==> config.mk <==
export PLATFORM = sky130hd
export DESIGN_NAME = multi_sonar_echo_ranger_core_flat
export DESIGN_NICKNAME = d
export VERILOG_FILES = /design/src/sv/mser_pkg.sv /design/src/sv/mser_if.sv /design/src/sv/mser_div.sv /design/src/sv/mser_seq.sv /design/src/sv/mser_echo.sv /design/src/sv/multi_sonar_echo_ranger_core.sv /design/src/flat_wrapper.sv
export SDC_FILE = /design/constraint.sdc
export NUM_CORES = 1
export LEC_CHECK = 0
export BUFFER_PORTS_ARGS = -buffer_cell sky130_fd_sc_hd__buf_2
export CORE_MARGIN = 4
export CORE_UTILIZATION = 55
export DETAILED_ROUTE_END_ITERATION = 10
export GPL_TIMING_DRIVEN = 0
export PLACE_DENSITY = 0.77
export SYNTH_ARGS = -nofsm -noshare
export SYNTH_HDL_FRONTEND = slang
export SYNTH_HIERARCHICAL = 1
export SYNTH_SLANG_ARGS = --single-unit
==> constraint.sdc <==
create_clock -name clk -period 3.75 [get_ports clk]
set_input_delay 0.1875 -clock clk [delete_from_list [all_inputs] [get_ports clk]]
set_output_delay 0.1875 -clock clk [all_outputs]
set_load 0.02 [all_outputs]
==> src/sv/mser_pkg.sv <==
// Shared types and constants of the multi-channel sonar echo ranger.
`timescale 1ns / 1ps

package mser_pkg;

    localparam int NUM_CH   = 4;
    localparam int CHAN_W   = 2;
    localparam int WIDTH_W  = 16;
    localparam int DIST_W   = 16;
    localparam int TIMER_W  = 21;
    localparam int PULSE_W  = 8;
    localparam int WAIT_W   = 20;
    localparam int DIV_W    = 8;
    localparam int CFG_IDX_W  = 2;
    localparam int CFG_DATA_W = 20;
    localparam int STEP_W   = $clog2(WIDTH_W);

    localparam logic [PULSE_W-1:0] PULSE_RESET = PULSE_W'(10);
    localparam logic [WAIT_W-1:0]  WAIT_RESET  = WAIT_W'(100000);
    localparam logic [DIV_W-1:0]   TPCM_RESET  = DIV_W'(58);

    typedef enum logic [CFG_IDX_W-1:0] {
        CFG_TRIGGER_PULSE = 2'd0,
        CFG_SLOT_WAIT     = 2'd1,
        CFG_TICKS_PER_CM  = 2'd2
    } cfg_index_t;

    typedef enum logic [1:0] {
        ST_IDLE,
        ST_DIV,
        ST_DONE
    } state_t;

    typedef struct packed {
        logic busy;
        logic done;
    } div_status_t;

    typedef struct packed {
        logic               hit;
        logic [CHAN_W-1:0]  chan;
        logic [WIDTH_W-1:0] width;
    } echo_result_t;

endpackage

==> src/sv/mser_if.sv <==
// Handshake channels of the sonar echo ranger: tick input, result output, config write.
`timescale 1ns / 1ps

interface mser_in_if;
    logic                        valid;
    logic                        ready;
    logic [mser_pkg::NUM_CH-1:0] echo_levels;

    modport source (output valid, output echo_levels, input ready);
    modport sink   (input valid, input echo_levels, output ready);
endinterface

interface mser_out_if;
    logic                         valid;
    logic                         ready;
    logic [mser_pkg::NUM_CH-1:0]  trigger_levels;
    logic                         distance_valid;
    logic [mser_pkg::CHAN_W-1:0]  distance_channel;
    logic [mser_pkg::WIDTH_W-1:0] pulse_width;
    logic [mser_pkg::DIST_W-1:0]  distance_cm;

    modport source (output valid, output trigger_levels, output distance_valid,
                    output distance_channel, output pulse_width, output distance_cm,
                    input ready);
    modport sink   (input valid, input trigger_levels, input distance_valid,
                    input distance_channel, input pulse_width, input distance_cm,
                    output ready);
endinterface

interface mser_cfg_if;
    logic                            valid;
    logic                            ready;
    logic [mser_pkg::CFG_IDX_W-1:0]  index;
    logic [mser_pkg::CFG_DATA_W-1:0] data;

    modport source (output valid, output index, output data, input ready);
    modport sink   (input valid, input index, input data, output ready);
endinterface

==> src/sv/mser_div.sv <==
// Bit-serial restoring divider: one quotient bit per cycle.
`timescale 1ns / 1ps

module mser_div (
    input  logic                         clk,
    input  logic                         rst_n,
    input  logic                         start,
    input  logic [mser_pkg::WIDTH_W-1:0] dividend,
    input  logic [mser_pkg::DIV_W-1:0]   divisor,
    output logic [mser_pkg::DIST_W-1:0]  quotient,
    output mser_pkg::div_status_t        status
);

    logic                         busy_reg, busy_next;
    logic                         done_reg, done_next;
    logic [mser_pkg::STEP_W-1:0]  step_reg, step_next;
    logic [mser_pkg::WIDTH_W-1:0] quo_reg, quo_next;
    logic [mser_pkg::DIV_W-1:0]   rem_reg, rem_next;
    logic [mser_pkg::DIV_W-1:0]   dvs_reg, dvs_next;
    logic [mser_pkg::DIV_W:0]     rem_sh;
    logic [mser_pkg::DIV_W:0]     rem_sub;
    logic                         ge;

    // A zero divisor always passes the compare, giving an all-ones quotient.
    always_comb
    begin
        rem_sh  = {rem_reg, quo_reg[mser_pkg::WIDTH_W-1]};
        ge      = rem_sh >= {1'b0, dvs_reg};
        rem_sub = rem_sh - {1'b0, dvs_reg};
        busy_next = busy_reg;
        done_next = 1'b0;
        step_next = step_reg;
        quo_next  = quo_reg;
        rem_next  = rem_reg;
        dvs_next  = dvs_reg;
        if (start)
        begin
            busy_next = 1'b1;
            step_next = '0;
            quo_next  = dividend;
            rem_next  = '0;
            dvs_next  = divisor;
        end
        else if (busy_reg)
        begin
            quo_next  = {quo_reg[mser_pkg::WIDTH_W-2:0], ge};
            rem_next  = ge ? rem_sub[mser_pkg::DIV_W-1:0] : rem_sh[mser_pkg::DIV_W-1:0];
            step_next = step_reg + 1'b1;
            if (step_reg == mser_pkg::STEP_W'(mser_pkg::WIDTH_W - 1))
            begin
                busy_next = 1'b0;
                done_next = 1'b1;
            end
        end
    end

    always_ff @(posedge clk or negedge rst_n)
    begin
        if (!rst_n)
        begin
            busy_reg <= 1'b0;
            done_reg <= 1'b0;
            step_reg <= '0;
        end
        else
        begin
            busy_reg <= busy_next;
            done_reg <= done_next;
            step_reg <= step_next;
        end
    end

    always_ff @(posedge clk)
    begin
        quo_reg <= quo_next;
        rem_reg <= rem_next;
        dvs_reg <= dvs_next;
    end

    assign quotient    = quo_reg;
    assign status.busy = busy_reg;
    assign status.done = done_reg;

endmodule

==> src/sv/mser_seq.sv <==
// Trigger slot sequencer: rotates one trigger pulse and wait slot over the channels.
`timescale 1ns / 1ps

module mser_seq (
    input  logic                         clk,
    input  logic                         rst_n,
    input  logic                         tick,
    input  logic [mser_pkg::PULSE_W-1:0] pulse_ticks,
    input  logic [mser_pkg::WAIT_W-1:0]  wait_ticks,
    output logic [mser_pkg::NUM_CH-1:0]  trigger_levels
);

    logic [mser_pkg::CHAN_W-1:0]  chan_reg, chan_next;
    logic [mser_pkg::TIMER_W-1:0] timer_reg, timer_next;
    logic [mser_pkg::TIMER_W-1:0] slot_len;
    logic [mser_pkg::TIMER_W-1:0] timer_inc;

    always_comb
    begin
        slot_len = mser_pkg::TIMER_W'(pulse_ticks) + mser_pkg::TIMER_W'(wait_ticks);
        if (slot_len == '0)
        begin
            slot_len = mser_pkg::TIMER_W'(1);
        end
        timer_inc  = timer_reg + 1'b1;
        timer_next = timer_reg;
        chan_next  = chan_reg;
        if (tick)
        begin
            if (timer_inc >= slot_len)
            begin
                timer_next = '0;
                if (chan_reg == mser_pkg::CHAN_W'(mser_pkg::NUM_CH - 1))
                begin
                    chan_next = '0;
                end
                else
                begin
                    chan_next = chan_reg + 1'b1;
                end
            end
            else
            begin
                timer_next = timer_inc;
            end
        end
    end

    always_comb
    begin
        trigger_levels = '0;
        if (timer_reg < mser_pkg::TIMER_W'(pulse_ticks))
        begin
            trigger_levels[chan_reg] = 1'b1;
        end
    end

    always_ff @(posedge clk or negedge rst_n)
    begin
        if (!rst_n)
        begin
            chan_reg  <= '0;
            timer_reg <= '0;
        end
        else
        begin
            chan_reg  <= chan_next;
            timer_reg <= timer_next;
        end
    end

endmodule

==> src/sv/mser_echo.sv <==
// Echo edge scan with the shared, saturating width counter.
`timescale 1ns / 1ps

module mser_echo #(
    parameter int COUNTER_BITS = 16
) (
    input  logic                        clk,
    input  logic                        rst_n,
    input  logic                        tick,
    input  logic [mser_pkg::NUM_CH-1:0] levels,
    output mser_pkg::echo_result_t      result
);

    logic [mser_pkg::NUM_CH-1:0]  flags_reg, flags_next;
    logic [COUNTER_BITS-1:0]      cnt_reg, cnt_next;
    logic [mser_pkg::NUM_CH-1:0]  scan_flags;
    logic                         cleared;
    logic                         hit;
    logic                         cap_zero;
    logic [mser_pkg::CHAN_W-1:0]  chan;
    logic [mser_pkg::WIDTH_W-1:0] cnt_sat;

    // Channels in ascending order; a rise below the capturing channel zeroes the capture.
    always_comb
    begin
        scan_flags = flags_reg;
        cleared    = 1'b0;
        hit        = 1'b0;
        cap_zero   = 1'b0;
        chan       = '0;
        for (int i = 0; i < mser_pkg::NUM_CH; i++)
        begin
            if (levels[i] && !scan_flags[i])
            begin
                scan_flags[i] = 1'b1;
                cleared       = 1'b1;
            end
            else if (!levels[i] && scan_flags[i])
            begin
                scan_flags[i] = 1'b0;
                hit           = 1'b1;
                chan          = mser_pkg::CHAN_W'(i);
                cap_zero      = cleared;
            end
        end
    end

    generate
        if (COUNTER_BITS > mser_pkg::WIDTH_W)
        begin : g_sat
            assign cnt_sat = (|cnt_reg[COUNTER_BITS-1:mser_pkg::WIDTH_W]) ?
                             '1 : cnt_reg[mser_pkg::WIDTH_W-1:0];
        end
        else
        begin : g_ext
            assign cnt_sat = mser_pkg::WIDTH_W'(cnt_reg);
        end
    endgenerate

    always_comb
    begin
        result.hit   = hit;
        result.chan  = chan;
        result.width = (hit && !cap_zero) ? cnt_sat : '0;
    end

    always_comb
    begin
        flags_next = flags_reg;
        cnt_next   = cnt_reg;
        if (tick)
        begin
            flags_next = scan_flags;
            if (cleared)
            begin
                cnt_next = COUNTER_BITS'(1);
            end
            else if (cnt_reg != '1)
            begin
                cnt_next = cnt_reg + 1'b1;
            end
        end
    end

    always_ff @(posedge clk or negedge rst_n)
    begin
        if (!rst_n)
        begin
            flags_reg <= '0;
            cnt_reg   <= '0;
        end
        else
        begin
            flags_reg <= flags_next;
            cnt_reg   <= cnt_next;
        end
    end

endmodule

==> src/sv/multi_sonar_echo_ranger_core.sv <==
// Top level of the four-channel sonar echo ranger: control, config and result register.
// An accepted tick passes through the control state and the output register to its result;
// a tick that ends an echo first waits on the 16-step serial divider.
// A new tick is taken only once the previous one has moved into the output register.
// Reset: rst_n clears flags, width counter, slot sequencer and control at once;
// config registers return to pulse 10, wait 100000, ticks per cm 58.
`timescale 1ns / 1ps

module multi_sonar_echo_ranger_core #(
    parameter int COUNTER_BITS = 16
) (
    input  logic       clk,
    input  logic       rst_n,
    mser_in_if.sink    echo_in,
    mser_out_if.source result_out,
    mser_cfg_if.sink   cfg
);

    // Configuration registers
    logic [mser_pkg::PULSE_W-1:0] pulse_reg;
    logic [mser_pkg::WAIT_W-1:0]  wait_reg;
    logic [mser_pkg::DIV_W-1:0]   tpcm_reg;

    // Control
    mser_pkg::state_t             state_reg, state_next;
    logic                         accept;
    logic                         div_start;
    logic                         out_load;

    // Per-tick results held while the divider works
    logic [mser_pkg::NUM_CH-1:0]  trig_now;
    mser_pkg::echo_result_t       scan;
    logic [mser_pkg::NUM_CH-1:0]  hold_trig_reg;
    mser_pkg::echo_result_t       hold_scan_reg;

    logic [mser_pkg::DIST_W-1:0]  quotient;
    mser_pkg::div_status_t        div_stat;

    // Output register
    logic                         out_valid_reg, out_valid_next;
    logic [mser_pkg::NUM_CH-1:0]  out_trig_reg;
    mser_pkg::echo_result_t       out_scan_reg;
    logic [mser_pkg::DIST_W-1:0]  out_dist_reg;

    assign accept = echo_in.valid && echo_in.ready;

    // Config port never stalls; writes are only to be made while the block is idle, which the block does not enforce.
    assign cfg.ready = 1'b1;

    always_ff @(posedge clk or negedge rst_n)
    begin
        if (!rst_n)
        begin
            pulse_reg <= mser_pkg::PULSE_RESET;
            wait_reg  <= mser_pkg::WAIT_RESET;
            tpcm_reg  <= mser_pkg::TPCM_RESET;
        end
        else if (cfg.valid)
        begin
            case (mser_pkg::cfg_index_t'(cfg.index))
                mser_pkg::CFG_TRIGGER_PULSE: pulse_reg <= cfg.data[mser_pkg::PULSE_W-1:0];
                mser_pkg::CFG_SLOT_WAIT:     wait_reg  <= cfg.data[mser_pkg::WAIT_W-1:0];
                mser_pkg::CFG_TICKS_PER_CM:  tpcm_reg  <= cfg.data[mser_pkg::DIV_W-1:0];
                default:
                begin
                    // Drop writes to unused indexes.
                end
            endcase
        end
    end

    // Trigger sequencer: drive comes from the slot state held before this tick.
    mser_seq u_seq (
        .clk            (clk),
        .rst_n          (rst_n),
        .tick           (accept),
        .pulse_ticks    (pulse_reg),
        .wait_ticks     (wait_reg),
        .trigger_levels (trig_now)
    );

    // Echo edge scan and width capture.
    mser_echo #(
        .COUNTER_BITS (COUNTER_BITS)
    ) u_echo (
        .clk    (clk),
        .rst_n  (rst_n),
        .tick   (accept),
        .levels (echo_in.echo_levels),
        .result (scan)
    );

    // Width to centimetres, one quotient bit a cycle.
    mser_div u_div (
        .clk      (clk),
        .rst_n    (rst_n),
        .start    (div_start),
        .dividend (scan.width),
        .divisor  (tpcm_reg),
        .quotient (quotient),
        .status   (div_stat)
    );

    // Next state
    always_comb
    begin
        state_next = state_reg;
        case (state_reg)
            mser_pkg::ST_IDLE:
            begin
                if (accept)
                begin
                    state_next = scan.hit ? mser_pkg::ST_DIV : mser_pkg::ST_DONE;
                end
            end
            mser_pkg::ST_DIV:
            begin
                if (div_stat.done)
                begin
                    state_next = mser_pkg::ST_DONE;
                end
            end
            mser_pkg::ST_DONE:
            begin
                if (out_load)
                begin
                    state_next = mser_pkg::ST_IDLE;
                end
            end
            default:
            begin
                state_next = mser_pkg::ST_IDLE;
            end
        endcase
    end

    // Control outputs: take a tick only when idle, start the divide on an echo end,
    // and move the finished item into the output register once that slot is free.
    always_comb
    begin
        echo_in.ready = (state_reg == mser_pkg::ST_IDLE);
        div_start     = (state_reg == mser_pkg::ST_IDLE) && echo_in.valid && scan.hit;
        out_load      = (state_reg == mser_pkg::ST_DONE) &&
                        (!out_valid_reg || result_out.ready);
    end

    always_ff @(posedge clk or negedge rst_n)
    begin
        if (!rst_n)
        begin
            state_reg <= mser_pkg::ST_IDLE;
        end
        else
        begin
            state_reg <= state_next;
        end
    end

    // Hold the tick's trigger drive and scan result.
    always_ff @(posedge clk)
    begin
        if (accept)
        begin
            hold_trig_reg <= trig_now;
            hold_scan_reg <= scan;
        end
    end

    // Output register: advance on load, drop valid once taken.
    always_comb
    begin
        out_valid_next = out_valid_reg;
        if (out_load)
        begin
            out_valid_next = 1'b1;
        end
        else if (result_out.ready)
        begin
            out_valid_next = 1'b0;
        end
    end

    always_ff @(posedge clk or negedge rst_n)
    begin
        if (!rst_n)
        begin
            out_valid_reg <= 1'b0;
        end
        else
        begin
            out_valid_reg <= out_valid_next;
        end
    end

    always_ff @(posedge clk)
    begin
        if (out_load)
        begin
            out_trig_reg <= hold_trig_reg;
            out_scan_reg <= hold_scan_reg;
            out_dist_reg <= hold_scan_reg.hit ? quotient : '0;
        end
    end

    assign result_out.valid            = out_valid_reg;
    assign result_out.trigger_levels   = out_trig_reg;
    assign result_out.distance_valid   = out_scan_reg.hit;
    assign result_out.distance_channel = out_scan_reg.chan;
    assign result_out.pulse_width      = out_scan_reg.width;
    assign result_out.distance_cm      = out_dist_reg;

    // The divider runs only while control waits on it.
    a_div_in_div_state: assert property (@(posedge clk) disable iff (!rst_n)
        div_stat.busy |-> (state_reg == mser_pkg::ST_DIV))
        else $error("divider busy outside divide state");

    // A result with no echo end carries zero channel, width and distance.
    a_no_hit_zero: assert property (@(posedge clk) disable iff (!rst_n)
        (result_out.valid && !result_out.distance_valid) |->
        (result_out.distance_channel == '0 && result_out.pulse_width == '0 &&
         result_out.distance_cm == '0))
        else $error("fields set on result without echo end");

    // At most one trigger is driven at a time.
    a_one_trigger: assert property (@(posedge clk) disable iff (!rst_n)
        result_out.valid |-> $onehot0(result_out.trigger_levels))
        else $error("more than one trigger driven");

    // A tick that ends an echo always starts the divider.
    a_div_started: assert property (@(posedge clk) disable iff (!rst_n)
        (accept && scan.hit) |=> div_stat.busy)
        else $error("divider not started on echo end");

endmodule

==> src/flat_wrapper.sv <==
// flat-port wrapper written by rule: the top's interface ports become plain ports
module multi_sonar_echo_ranger_core_flat 
#(
    parameter int COUNTER_BITS = 16
)
  (clk, rst_n, echo_in_valid, echo_in_echo_levels, echo_in_ready, result_out_valid, result_out_trigger_levels, result_out_distance_valid, result_out_distance_channel, result_out_pulse_width, result_out_distance_cm, result_out_ready, cfg_valid, cfg_index, cfg_data, cfg_ready);
  mser_in_if echo_in_i ();
  mser_out_if result_out_i ();
  mser_cfg_if cfg_i ();
  input  logic clk;
  input  logic rst_n;
  input wire logic [$bits(echo_in_i.valid)-1:0] echo_in_valid;
  input wire logic [$bits(echo_in_i.echo_levels)-1:0] echo_in_echo_levels;
  output wire logic [$bits(echo_in_i.ready)-1:0] echo_in_ready;
  output wire logic [$bits(result_out_i.valid)-1:0] result_out_valid;
  output wire logic [$bits(result_out_i.trigger_levels)-1:0] result_out_trigger_levels;
  output wire logic [$bits(result_out_i.distance_valid)-1:0] result_out_distance_valid;
  output wire logic [$bits(result_out_i.distance_channel)-1:0] result_out_distance_channel;
  output wire logic [$bits(result_out_i.pulse_width)-1:0] result_out_pulse_width;
  output wire logic [$bits(result_out_i.distance_cm)-1:0] result_out_distance_cm;
  input wire logic [$bits(result_out_i.ready)-1:0] result_out_ready;
  input wire logic [$bits(cfg_i.valid)-1:0] cfg_valid;
  input wire logic [$bits(cfg_i.index)-1:0] cfg_index;
  input wire logic [$bits(cfg_i.data)-1:0] cfg_data;
  output wire logic [$bits(cfg_i.ready)-1:0] cfg_ready;
  assign echo_in_i.valid = echo_in_valid;
  assign echo_in_i.echo_levels = echo_in_echo_levels;
  assign echo_in_ready = echo_in_i.ready;
  assign result_out_valid = result_out_i.valid;
  assign result_out_trigger_levels = result_out_i.trigger_levels;
  assign result_out_distance_valid = result_out_i.distance_valid;
  assign result_out_distance_channel = result_out_i.distance_channel;
  assign result_out_pulse_width = result_out_i.pulse_width;
  assign result_out_distance_cm = result_out_i.distance_cm;
  assign result_out_i.ready = result_out_ready;
  assign cfg_i.valid = cfg_valid;
  assign cfg_i.index = cfg_index;
  assign cfg_i.data = cfg_data;
  assign cfg_ready = cfg_i.ready;
  multi_sonar_echo_ranger_core #(.COUNTER_BITS(COUNTER_BITS)) u_core (.clk(clk), .rst_n(rst_n), .echo_in(echo_in_i), .result_out(result_out_i), .cfg(cfg_i));
endmodule
# After elaboration in Yosys (flattened, before gate mapping)
# Cells that the tools add are included.
# totals
latch_bits,0
elab_cells,150
romBits,0
register_bits,182
ram_bits,0
in_bits,31
memories,0
out_inout_bits,42
# classes
addsub,6
magnitude_cmp,5
n_reduce_logical,44
shifts,0
bitwise,0
n_eq_ne,10
div_mod_pow,0
n_mul,0
n_mux,58
# op_table
op,n
16-bit 2-to-1 mux,5
21-bit 2-to-1 mux,2
1-bit 2-to-1 mux,37
"21-bit by 1-bit adder with 21-bit output, second input constant",1
8-bit by 20-bit adder with 21-bit output,1
21-bit greater-or-equal comparator,1
21-bit zero test,1
21-bit by 8-bit less-than comparator with 1-bit output,1
2-bit 2-to-1 mux,9
2-bit AND reduction,9
"16-bit by 1-bit adder with 16-bit output, second input constant",1
"16-bit inequality test, second input constant",1
2-bit nonzero test,7
1-bit logical AND,13
1-bit zero test,10
9-bit by 8-bit greater-or-equal comparator with 1-bit output,1
4-bit 2-to-1 mux,2
8-bit 2-to-1 mux,1
8-bit subtractor,1
"2-bit equality test, second input constant",3
2-bit case mux with 3 select lines,1
"4-bit by 1-bit adder with 4-bit output, second input constant",1
"2-bit by 1-bit equality test with 1-bit output, second input constant",2
"4-bit equality test, second input constant",1
other kinds (9),11

# Depth between registers and ports, before layout
# Gate-level depths: netlist of run 1.
# depth
word_depth,13
mapped_depth,19
mapped_depth_nobuf,18

# Modules after synthesis
# The synthesis of run 1 kept the hierarchy.
# by_module_without_submodules
mod,cells_each,n_inst,seq_area_each_um2,area_each_um2
multi_sonar_echo_ranger_core,174,1,2852.7,3499.6
mser_seq,333,1,575.6,2770.2
mser_div,179,1,1031.0,2011.9
mser_echo,172,1,500.5,1443.9

# Worst setup path before layout of run 1
# No wires, ideal clock.
# synth_timing
path_kind,register -> register
startpoint,register u_core/pulse_reg[1] in the netlist's numbering
endpoint,register u_core/u_seq/timer_reg[14] in the netlist's numbering
t_arrival_ns,3.796
setup_time_ns,0.132
required_time_ns,3.618
path_buffers,2
path_slack_ns,-0.177
path_stages_with_launch,19
synth_period_minus_slack_ns,3.927
cell_sequence,dfstp_2 > inv_1 > fa_1 > nand2b_1 > a211oi_1 > o21ai_0 > nor3_1 > xnor2_1 > and4b_1 > a41o_1 > ha_1 > nand2b_1 > a21o_1 > a21oi_1 > o2111ai_1 > a21o_1 > clkbuf_1 > buf_1 > o2bb2ai_1
# synth_via
elab_chain_cells,5
# synth_rtl
item,line_no,text
"start, declared",multi_sonar_echo_ranger_core.sv:20,logic [mser_pkg::PULSE_W-1:0] pulse_reg;
"start signal, assigned",multi_sonar_echo_ranger_core.sv:54,pulse_reg <= mser_pkg::PULSE_RESET;
"start signal, assigned",multi_sonar_echo_ranger_core.sv:61,mser_pkg::CFG_TRIGGER_PULSE: pulse_reg <= cfg.data[mser_pkg::PULSE_W-1:0];
8-bit by 20-bit adder with 21-bit output (*),mser_seq.sv:20,slot_len = mser_pkg::TIMER_W'(pulse_ticks) + mser_pkg::TIMER_W'(wait_ticks);
21-bit zero test,mser_seq.sv:21,if (slot_len == '0)
21-bit 2-to-1 mux (*),mser_seq.sv:21,
21-bit greater-or-equal comparator (*),mser_seq.sv:30,if (timer_inc >= slot_len)
21-bit 2-to-1 mux (*),mser_seq.sv:30,
"end signal, assigned",mser_seq.sv:68,timer_reg <= timer_next;
"end, declared",mser_seq.sv:14,"logic [mser_pkg::TIMER_W-1:0] timer_reg, timer_next;"
# Mark *: on every way between the ends. The rest lies on a longest branch, timed or not.
# A chain may end at the register's enable or synchronous reset.

# Worst setup path in the final report of run 1
# layout_timing
startpoint,register u_core/pulse_reg[3] in the netlist's numbering
endpoint,register u_core/u_seq/timer_reg[5] in the netlist's numbering
# The elaborated chain is that of the path after synthesis.

==> key figures, run 1 <==
Setup path
  • Crit path cell chain: ha_1 > a21o_1 > a21oi_2 > a21boi_1 > or4b_1 > o211a_1 > and4b_1 > a41o_1 > ha_1 > nand2b_4 > a21o_1 > a21oi_2 > o2111ai_2 > a21o_4 > clkbuf_8 > o21ai_0 > a22o_1
  • Startpoint types: flip-flop
  • Maximum fanout along the worst path: 7
  • CP Data Arrival Time: 4.42 ns
  • Data required, critical path: 4.13 ns
  • Crit-path slowest cell: dfstp_2
  • Reg2reg setup slack: -0.30 ns
  • Reg2reg start: u_core/pulse_reg[3]
  • Crit path capture type: flip-flop
  • Reg2reg end: u_core/u_seq/timer_reg[5]
  • WS Path Type: flip-flop to flip-flop
  • Worst-case reg-to-reg path depth: 17
  • Highest cell delay on the worst timing path: 0.56 ns

Floorplan
  • Die height: 140.9 µm
  • Ports: 73
  • Starting density of the core: 0.5618
  • CORE AREA: 17300 µm²
  • Rows: 48
  • Die width: 140.9 µm
  • Total die area: 19860 µm²

Clocking
  • CTS max path bufs: 2
  • Clock Latency Late Sink: 0.44 ns
  • H-tree Lvls: 4
  • CTS tree: built
  • Clk pin slew, worst setup/hold paths: 0.08 ns
  • CTS root buffer: clkbuf_16
  • Cts bufs inserted: 17
  • Clock sink count: 182

Timing
  • Maximum clock rate: 0.2472 GHz
  • Final hold viol count: 0
  • Worst-margin pin slew: 0.8838 ns
  • # setup viols final: 23
  • Worst Skew: 0.009778 ns
  • Tmin final: 4.046 ns
  • Slew Viols, Final: 0
  • Final period util: 1.079
  • RSZ-0062 raised after global routing: true
  • Worst rel slew slack: 0.4059
  • Final worst slack: -0.2960 ns
  • Final hold slack: 0.02779 ns

Yosys
  • Cell Area, Synth: 9718 µm²
  • Synth warn: 6
  • Mapped Cells: 857
  • Synthesized Nets: 950
  • Syn_area_per_cell: 11.34 µm²

Hold path
  • Type of the tightest min-delay check: input port to flip-flop
  • Min-delay src: cfg_data[0]
  • Hold Crit Depth: 2
  • Hold Crit Endpoint: u_core/wait_reg[0]

Detailed routing
  • Drt pass-1 iters: 7
  • # DRC: 0
  • Drt initial violations: 401
  • Vias: 6945
  • Drt total wl: 20380 µm
  • DR WL/cell: 16.84 µm
  • Vias per cell: 5.740
  • Detail Route Antenna Nets: 0

Layout
  • Post-Layout Cell Count: 1210
  • Largest register FFs: 21
  • Area grow syn2layout: 17.95%
  • Multi-input gate area: 4639 µm²
  • Fill cells: 1270
  • Antenna cells: 0
  • Layout cells sized above 1: 0.2538
  • Nets: 1065
  • Seq. cell area: 4960 µm²

Global routing
  • Largest net degree at the start of global routing: 49
  • First-pass GRT wire length: 34240 µm
  • Initial antenna violation count: 0
  • Gr usage total: 0.2122
  • Gr ovfl total: 0
  • Vias in the first global route: 7021

Power and ir drop
  • P_int: 4888 µW
  • Pwr dens: 674.7 nW/µm²
  • Clock power frac: 0.234
  • Switching part of the total: 0.3679
  • Total power: 7733 µW
  • Pleak: 0.004855 µW
  • Peak VDD IR: 386.2 µV
  • Combinational share of power: 0.365
  • Sw Pwr: 2845 µW
  • Reg power frac: 0.401

Flow run
  • Max-cap violations: 0

Status
  • Outcome: finished with violations
  • Violated checks: negative setup slack

Placement
  • I/O Buffers: 71
  • Post-DP HPWL: 14350 µm
  • Dpl cells: 1155
  • GP Congestion: 0.9068
-- power by group through the flow --
stage | sequential (µW) | combinational, µW | clock, µW
CTS | 3100 | 2780 | 1850
finish | 3100 | 2830 | 1810
floorplan | 3160 | 1870 | 0
global placement | 3120 | 2520 | 0
detailed placement | 3130 | 2650 | 0
global route | 3160 | 3140 | 1930
-- worst max-delay path by stage --
| stage | start | to |
|---|---|---|
| after global placement | u_core/pulse_reg[1] | u_core/u_seq/timer_reg[14] |
| after global routing | u_core/pulse_reg[3] | u_core/u_seq/timer_reg[19] |
| after CTS | u_core/wait_reg[0] | u_core/u_seq/chan_reg[1] |
| after detailed placement | u_core/pulse_reg[1] | u_core/u_seq/timer_reg[16] |
| after floorplan | u_core/pulse_reg[1] | u_core/u_seq/chan_reg[0] |
| final | u_core/pulse_reg[3] | u_core/u_seq/timer_reg[5] |
-- through the flow --
stage	cell area (µm²)	worst slack, ns	utilization	setup TNS [ns]
after floorplan	9726	0.01018	-	0
after global placement	10360	-0.5203	0.5991	-9.938
after detailed placement	10420	-0.6153	0.6025	-12.12
after CTS	11410	-0.2919	0.6594	-6.306
after global routing	11460	-0.4269	0.6627	-9.346
final	11460	-0.2960	0.6627	-6.083
-- layer usage --
layer  part of all wire  global-route usage  vias to the layer above
li1                   -                   -                     3357
met1               0.42              0.2639                     3350
met2               0.52              0.3705                      192
met3              0.038             0.04037                       46
met4              0.023             0.07547                        0
met5                  0                   0                        -
-- placed cells by master (no fill, tap or decap), types with 17 or more instances in the layout --
cell type and n:
xor2_1 17, nor2_1 54, clkbuf_16 17, buf_2 73
and2_1 18, nand2_1 58, nand3_1 29, o21ai_0 23
inv_1 42, xnor2_1 27, dfrtp_1 76, nor2b_1 18
ha_1 59, mux2_2 52, a21oi_1 25, buf_4 17
edfxtp_1 86, a21o_1 17
-- timing repair --
item                       CTS  global route
hold endpoints to repair    52             0
setup endpoints to repair   34            23
resized for setup           37             9
setup buffers                8             3
pin swaps                   14             8
hold buffers                13             0
-- worst max-delay path: cells and delay by family, from the launching register on --
family,cells,cell delay [ns]
AND/OR/NAND/NOR,3,0.85
buffers and inverters,1,0.16
AO/OA/AOI/OAI,11,1.89
adder cells (fa/ha/maj),2,0.52
flip-flops,1,0.56
-- final cells by class --
class / count / share of cell area
flip-flops and latches: 182 / 0.4327
plain buffers: 32 / 0.01626
inverters: 44 / 0.01441
repair buffers: 97 / 0.05425
clock inverters: 15 / 0.01594
well taps: 225 / 0.02456
multi-input cells: 598 / 0.4048
clock buffers: 17 / 0.03711
Note: power is estimated with default switching activity, not from simulation.
==> run 2, diff against run 1 <==
--- a/config.mk
+++ b/config.mk
@@ -5,12 +5,13 @@
 export SDC_FILE = /design/constraint.sdc
 export NUM_CORES = 1
 export LEC_CHECK = 0
+export ABC_AREA = 1
 export BUFFER_PORTS_ARGS = -buffer_cell sky130_fd_sc_hd__buf_2
 export CORE_MARGIN = 4
 export CORE_UTILIZATION = 55
 export DETAILED_ROUTE_END_ITERATION = 10
 export GPL_TIMING_DRIVEN = 0
-export PLACE_DENSITY = 0.77
+export PLACE_DENSITY = 0.76
 export SYNTH_ARGS = -nofsm -noshare
 export SYNTH_HDL_FRONTEND = slang
 export SYNTH_HIERARCHICAL = 1
==> run 2 against run 1 <==
Net effect: the run now ends clean; sequential share of layout area down 2.4 points; critical endpoint is now u_core/u_seq/timer_reg[8]; via count increased by 20%; largest power group is now combinational cells; synthesized area rose by 8.9%; clock skew hardly changed; power grew 7.4%.
==> key figures, run 2 <==
Status
  • Outcome: finished, final reports clean

Clocking
  • CTS root buffer: clkbuf_16
  • Clock Latency Late Sink: 0.44 ns (about the same)
  • Clock sink count: 182 (unchanged)
  • Clk pin slew, worst setup/hold paths: 0.07 ns (about the same)
  • CTS tree: built
  • Cts bufs inserted: 17 (unchanged)
  • H-tree Lvls: 4 (unchanged)
  • CTS max path bufs: 2 (unchanged)

Hold path
  • Hold Crit Endpoint: u_core/wait_reg[8]
  • Hold Crit Depth: 3 (+1)
  • Type of the tightest min-delay check: input port to flip-flop
  • Min-delay src: cfg_data[8]

Setup path
  • Data required, critical path: 4.05 ns (-0.08 ns)
  • Crit path cell chain: inv_1 > fa_2 > inv_2 > nand3_1 > nand2_1 > nand2_1 > nand2_2 > nand2_1 > xor2_1 > nand3_1 > nor2_1 > nand2_1 > nand2_1 > ha_1 > nor3_1 > o21bai_1 > nand2_1 > nand2_1 > nand2_4 > inv_4 > buf_6 > nand3_1 > o21ai_0
  • Crit-path slowest cell: dfstp_2
  • Highest cell delay on the worst timing path: 0.56 ns (about the same)
  • Reg2reg setup slack: 0.34 ns (+0.64 ns)
  • Worst path most repeated cell: nand2_1
  • Worst-case reg-to-reg path depth: 23 (+6)
  • Reg2reg start: u_core/pulse_reg[1]
  • WS Path Type: flip-flop to flip-flop
  • Top delay family on crit path: simple AND/OR/NAND/NOR gates
  • Reg2reg end: u_core/u_seq/timer_reg[8]
  • Crit path capture type: flip-flop
  • Startpoint types: flip-flop
  • Buf/Inv on CP: 4 (+3)
  • Maximum fanout along the worst path: 10 (+3)
  • CP Data Arrival Time: 3.71 ns (-0.71 ns)

Layout
  • Design Area, Final: 12140 µm² (+5.9%)
  • Commonest cells after routing, fill and taps aside: nand2_1 (344), inv_1 (194), nor2_1 (88)
  • Area grow syn2layout: 14.66%
  • Post-Layout Cell Count: 1627 (+34%)
  • Largest register FFs: 21 (unchanged)
  • Layout cells sized above 1: 0.1895 (-0.06434)
  • Antenna cells: 0 (unchanged)
  • Most common cell after layout, fill and taps aside: nand2_1
  • Nets: 1447 (+36%)

Power and ir drop
  • Pleak: 0.005946 µW (+22%)
  • Reg power frac: 0.381 (-0.020)
  • Combinational share of power: 0.400 (+0.035)
  • Clock power frac: 0.218 (-0.016)
  • Pwr dens: 684.3 nW/µm² (+1.4%)
  • Sw Pwr: 3415 µW (+20%)
  • Peak VDD IR: 415.6 µV (+7.6%)
  • Switching part of the total: 0.4112 (+0.04330)
  • P_int: 4890 µW (about the same)

Yosys
  • Synthesized Nets: 1338 (+41%)
  • Synth warn: 6 (unchanged)
  • Syn_area_per_cell: 8.502 µm² (-25%)
  • Cell Area, Synth: 10590 µm² (+8.9%)
  • Mapped Cells: 1245 (+45%)

Timing
  • Worst rel slew slack: 0.4282 (+0.02231)
  • Slew Viols, Final: 0 (unchanged)
  • Tmin final: 3.410 ns (-0.6360 ns)
  • Worst-margin pin slew: 0.8557 ns (-0.02813 ns)
  • Maximum clock rate: 0.2933 GHz (+19%)
  • Final hold viol count: 0 (unchanged)
  • Final worst slack: 0.3400 ns (+0.6360 ns)
  • Worst Skew: 0.009533 ns (-0.0002447 ns)
  • # setup viols final: 0 (-100%)
  • RSZ-0062 raised after global routing: false
  • Final period util: 0.9093 (-0.1696)
  • Final hold slack: 0.01572 ns (-0.01207 ns)
  • Setup TNS: 0 ns (+6.083 ns)

Placement
  • Dpl cell area: 11330 µm² (+8.7%)
  • GP Congestion: 0.9219 (+1.7%)
  • I/O Buffers: 71 (unchanged)
  • Setup WS pre-CTS: 0.1019 ns (+0.7172 ns)
  • Dpl cells: 1578 (+37%)
  • Post-DP HPWL: 16690 µm (+16%)

Floorplan
  • Rows: 50 (+4.2%)
  • Die height: 146.7 µm (+4.1%)
  • Die width: 146.7 µm (+4.1%)
  • CORE AREA: 18830 µm² (+8.9%)
  • Starting density of the core: 0.5621 (about the same)
  • Total die area: 21530 µm² (+8.4%)
  • Ports: 73 (unchanged)

Flow run
  • Max-cap violations: 0 (unchanged)

Global routing
  • Gr ovfl total: 0 (unchanged)
  • Largest net degree at the start of global routing: 72 (+47%)
  • Vias in the first global route: 7890 (+12%)
  • Initial antenna violation count: 0 (unchanged)
  • First-pass GRT wire length: 38150 µm (+11%)
  • Gr usage total: 0.2165 (+0.004349)

Detailed routing
  • DR WL/cell: 13.88 µm (-18%)
  • Drt pass-1 iters: 5 (-2)
  • Drt initial violations: 610 (+52%)
  • Detail Route Antenna Nets: 0 (unchanged)
  • Vias per cell: 5.132 (-11%)
  • Drt total wl: 22580 µm (+11%)
  • Vias: 8350 (+20%)
  • # DRC: 0 (unchanged)
==> run 2: worst reg2reg max path: stages, from the launching register on <==
cell	delay (ns)
dfstp_2	0.56
inv_1	0.09
fa_2	0.40
inv_2	0.09
nand3_1	0.09
nand2_1	0.10
nand2_1	0.08
nand2_2	0.10
nand2_1	0.07
xor2_1	0.16
nand3_1	0.10
nor2_1	0.05
nand2_1	0.07
nand2_1	0.06
ha_1	0.17
nor3_1	0.23
o21bai_1	0.12
nand2_1	0.10
nand2_1	0.09
nand2_4	0.15
inv_4	0.07
buf_6	0.14
nand3_1	0.06
o21ai_0	0.11
==> run 2: final cells by class <==
type	instances	area (µm²)
inverters	210	792.0
repair buffers	90	565.5
multi-input cells	826	4668
well taps	260	325.3
fillers	1548	6694
plain buffers	27	212.7
clock buffers	17	425.4
flip-flops and latches	182	4960
clock inverters	15	187.7
==> run 2: repair_timing <==
item                                    CTS  global route
hold buffers                             13             0
gates resized for setup                   0             9
endpoints found under the setup margin    0            32
hold endpoints to repair                 39             0
setup buffers                             0             4
==> run 2: stage by stage <==
step           utilization  power, µW
5_1_grt             0.6445       8944
6_report            0.6445       8305
3_5_place_dp        0.6017       6420
2_1_floorplan            -       5539
3_3_place_gp        0.5983       6276
4_1_cts             0.6412       8277
==> run 2: how the worst max path moves through the flow <==
stage,to,cells past startpoint,start,slack [ns]
3_3_place_gp,u_core/u_seq/timer_reg[6],7,u_core/state_reg[0],0.11
2_1_floorplan,u_core/u_seq/timer_reg[3],24,u_core/pulse_reg[1],0.73
3_5_place_dp,u_core/u_seq/timer_reg[8],26,u_core/pulse_reg[0],0.10
5_1_grt,u_core/u_seq/timer_reg[4],26,u_core/pulse_reg[1],0.03
4_1_cts,u_core/u_seq/timer_reg[8],26,u_core/pulse_reg[0],0.09
6_report,u_core/u_seq/timer_reg[8],23,u_core/pulse_reg[1],0.34
==> run 2: metal layers <==
layer	wire length (µm)	GRT usage
met5	0	0
met4	418	0.06115
met3	1168	0.03578
met2	10760	0.3549
met1	10230	0.3001
==> run 2: power by group through the flow <==
stage / registers (µW) / logic (µW) / clock network, µW
after floorplan: 3260 / 2280 / 0
after global placement: 3190 / 3080 / 0
after detailed placement: 3200 / 3220 / 0
after CTS: 3160 / 3250 / 1860
after global routing: 3240 / 3760 / 1940
final: 3170 / 3320 / 1810
==> run 3, diff against run 2 <==
--- a/config.mk
+++ b/config.mk
@@ -11,8 +11,7 @@
 export CORE_UTILIZATION = 55
 export DETAILED_ROUTE_END_ITERATION = 10
 export GPL_TIMING_DRIVEN = 0
-export PLACE_DENSITY = 0.76
+export PLACE_DENSITY = 0.77
 export SYNTH_ARGS = -nofsm -noshare
 export SYNTH_HDL_FRONTEND = slang
-export SYNTH_HIERARCHICAL = 1
 export SYNTH_SLANG_ARGS = --single-unit
==> run 3 against run 2 <==
Net effect: global-route usage is 0.96 points higher; critical path depth is 4 lower; synthesized area is 4.3% lower; wire length is 1.6% higher; cell count is 5.8% lower; sequential power hardly changed; critical path type unchanged; largest cell class unchanged.
==> key figures, run 3 <==
Setup path
  • Highest cell delay on the worst timing path: 0.42 ns (-0.14 ns)
  • CP Data Arrival Time: 3.80 ns (+0.09 ns)
  • Crit path capture type: flip-flop
  • Startpoint types: flip-flop
  • WS Path Type: flip-flop to flip-flop
  • Worst path most repeated cell: nand2_1
  • Crit-path slowest cell: dfrtp_1
  • Crit path cell chain: ha_4 > inv_1 > fa_2 > inv_2 > nand2_1 > nand2_1 > nand3_1 > nand2_2 > nand2_1 > xor2_1 > ha_1 > nand2_1 > nor2_1 > nand2_1 > nor3b_2 > nand4_1 > buf_4 > nand3b_4 > o22ai_1
  • Maximum fanout along the worst path: 9 (-1)
  • Data required, critical path: 4.03 ns (-0.02 ns)

Power and ir drop
  • Peak VDD IR: 579.1 µV (+39%)
  • Pwr dens: 677.5 nW/µm² (-0.99%)
  • Pleak: 0.005725 µW (-3.7%)

Timing
  • Slew Viols, Final: 0 (unchanged)
  • Worst Skew: 0.01311 ns (+0.003575 ns)
  • Final period util: 0.9376 (+0.02831)
  • Worst-margin pin slew: 0.8306 ns (-0.02513 ns)
  • Worst rel slew slack: 0.4463 (+0.01811)
  • # setup viols final: 0 (unchanged)
  • RSZ-0062 raised after global routing: false
  • Tmin final: 3.516 ns (+0.1062 ns)
  • Final hold viol count: 0 (unchanged)
  • Maximum clock rate: 0.2844 GHz (-3.0%)

Placement
  • Post-DP HPWL: 16810 µm (+0.74%)
  • GP Congestion: 0.9385 (+1.8%)
  • Dpl cell area: 10830 µm² (-4.4%)
  • Dpl cells: 1485 (-5.9%)
  • I/O Buffers: 71 (unchanged)

Clocking
  • Clock sink count: 182 (unchanged)
  • H-tree Lvls: 4 (unchanged)
  • Clock Latency Late Sink: 0.44 ns (about the same)
  • CTS max path bufs: 2 (unchanged)
  • Cts bufs inserted: 17 (unchanged)
  • CTS tree: built
  • Clk pin slew, worst setup/hold paths: 0.07 ns (about the same)
  • CTS root buffer: clkbuf_16

Detailed routing
  • Drt total wl: 22940 µm (+1.6%)
  • Drt pass-1 iters: 5 (unchanged)
  • Drt initial violations: 671 (+10%)
  • Detail Route Antenna Nets: 0 (unchanged)
  • Vias: 8230 (-1.4%)
  • DR WL/cell: 14.97 µm (+7.9%)
  • # DRC: 0 (unchanged)
  • Vias per cell: 5.372 (+4.7%)

Yosys
  • Most used DFF post-synth: edfxtp_1
  • Post-synth EDFFs: 86
  • Yosys top cell by area: edfxtp_1
  • Synth top area cells: edfxtp_1 (25%), dfrtp_1 (19%), nand2_1 (12%)
  • Synthesized Nets: 1275 (-4.7%)
  • Post-synthesis cell type count: 58
  • Register area share after synthesis: 0.4897
  • Synth warn: 0 (-6)
  • Mapped Cells: 1183 (-5.0%)
  • Async set or reset register ratio after synthesis: 0.4835
  • Cell Area, Synth: 10130 µm² (-4.3%)
  • Syn_area_per_cell: 8.562 µm² (+0.70%)
  • Count leader, synth: nand2_1
  • Synth cell count leaders: nand2_1 (332), inv_1 (171), nor2_1 (105)
  • Synth Register Bits: 182
  • Synth top area share: 0.2550

Layout
  • Design Area, Final: 11610 µm² (-4.3%)
  • Fill cells: 1477 (-4.6%)
  • Layout cells sized above 1: 0.1397 (-0.04979)
  • Antenna cells: 0 (unchanged)
  • Area grow syn2layout: 14.65% (about the same)
  • Nets: 1382 (-4.5%)
  • Largest register FFs: 21 (unchanged)
  • Post-Layout Cell Count: 1532 (-5.8%)
  • Commonest cells after routing, fill and taps aside: nand2_1 (331), inv_1 (170), nor2_1 (103)
  • Most common cell after layout, fill and taps aside: nand2_1

Floorplan
  • Die height: 143.7 µm (-2.1%)
  • Total die area: 20650 µm² (-4.1%)
  • Starting density of the core: 0.5619 (about the same)
  • Die width: 143.7 µm (-2.1%)
  • Rows: 49 (-2.0%)
  • CORE AREA: 18020 µm² (-4.3%)
  • Ports: 73 (unchanged)

Global routing
  • Gr ovfl total: 0 (unchanged)
  • Largest net degree at the start of global routing: 49 (-32%)
  • Initial antenna violation count: 0 (unchanged)
  • Gr usage total: 0.2261 (+0.009588)
  • First-pass GRT wire length: 37030 µm (-2.9%)
  • Vias in the first global route: 7751 (-1.8%)

Hold path
  • Type of the tightest min-delay check: input port to flip-flop

Status
  • Outcome: finished, final reports clean

Flow run
  • Max-cap violations: 0 (unchanged)
## run 3: power breakdown
group          switching [µW]  internal, µW
Combinational            1930          1010
Clock                     841           946
Sequential                344          2790
## run 3: cells by family (layout without fill, tap and decap cells)
logic type      after synthesis  count (layout)  share of synthesized area
simple gates                588             590                     0.2542
buf+inv                     201             319                    0.07943
flops                       182             182                     0.4897
compound gates              109             109                    0.06288
fa+ha+maj                    61              61                    0.07684
xor+xnor                     35              35                    0.03027
mux                           6               6                   0.006300
other cells                   1               1                  0.0003702
## run 3: metal layers
metal	wire length [µm]	track usage	up-vias	share of wire
met2	11250	0.3881	286	0.49
met5	0	0	-	0
met3	1387	0.04725	56	0.060
met4	786	0.09019	0	0.034
met1	9512	0.2801	3820	0.41
li1	-	-	4068	-
## run 3: timing repair
item	in CTS	in global routing
pin swaps	0	2
setup endpoints to repair	10	23
cloned	0	2
endpoints found under the hold margin	41	0
gates resized for setup	1	9
buffers inserted	0	2
hold buffers	12	0
## run 3: cell type report
cell class	instances	area, µm²	share of cell area
multi-input combinational	802	4446	0.3828
inverter	178	673.1	0.05797
clock buffer	17	425.4	0.03663
tap	229	286.5	0.02467
buffer	22	127.6	0.01099
sequential	182	4960	0.4271
clock inverter	15	153.9	0.01325
timing repair buffer	87	540.5	0.04655
## run 3: through the flow
step	setup WS, ns	hold WS, ns	total power, µW	utilization	TNS, ns
final	0.2338	0.01012	7868	0.6442	0
after global routing	0.02442	0.01864	8410	0.6442	0
after detailed placement	-0.03242	0.2088	6040	0.6008	-0.03582
after CTS	0.1057	0.006001	7874	0.6398	0
after floorplan	0.6209	-0.1081	5217	-	0
after global placement	-0.01042	0.4028	5901	0.5975	-0.01042
## run 3: critical path: cells and delay by family (launching register included)
family | cells | cell delay (ns)
AOI/OAI and AO/OA | 1 | 0.09
DFF | 1 | 0.42
buffers and inverters | 3 | 0.37
and+or+nand+nor | 11 | 1.44
xor gates and xnor gates | 1 | 0.17
adders and majority gates | 3 | 0.85
## run 3: worst paths after layout
| kind | slack [ns] | from | cells past startpoint | end |
|---|---|---|---|---|
| worst max-delay path | 0.23 | u_core.pulse_reg[0] | 19 | u_core.u_seq.timer_reg[10] |
| min in group asynchronous | 0.28 | rst_n | 2 | u_core.wait_reg[8] |
| worst min-delay path | 0.01 | cfg_data[8] | 3 | u_core.wait_reg[8] |
| worst max register to register | 0.23 | u_core.pulse_reg[0] | 19 | u_core.u_seq.timer_reg[10] |
| worst min register to register | 0.42 | u_core.hold_trig_reg[1] | 0 | u_core.result_out.trigger_levels[1] |
| max in group asynchronous | 2.81 | rst_n | 3 | u_core.wait_reg[16] |
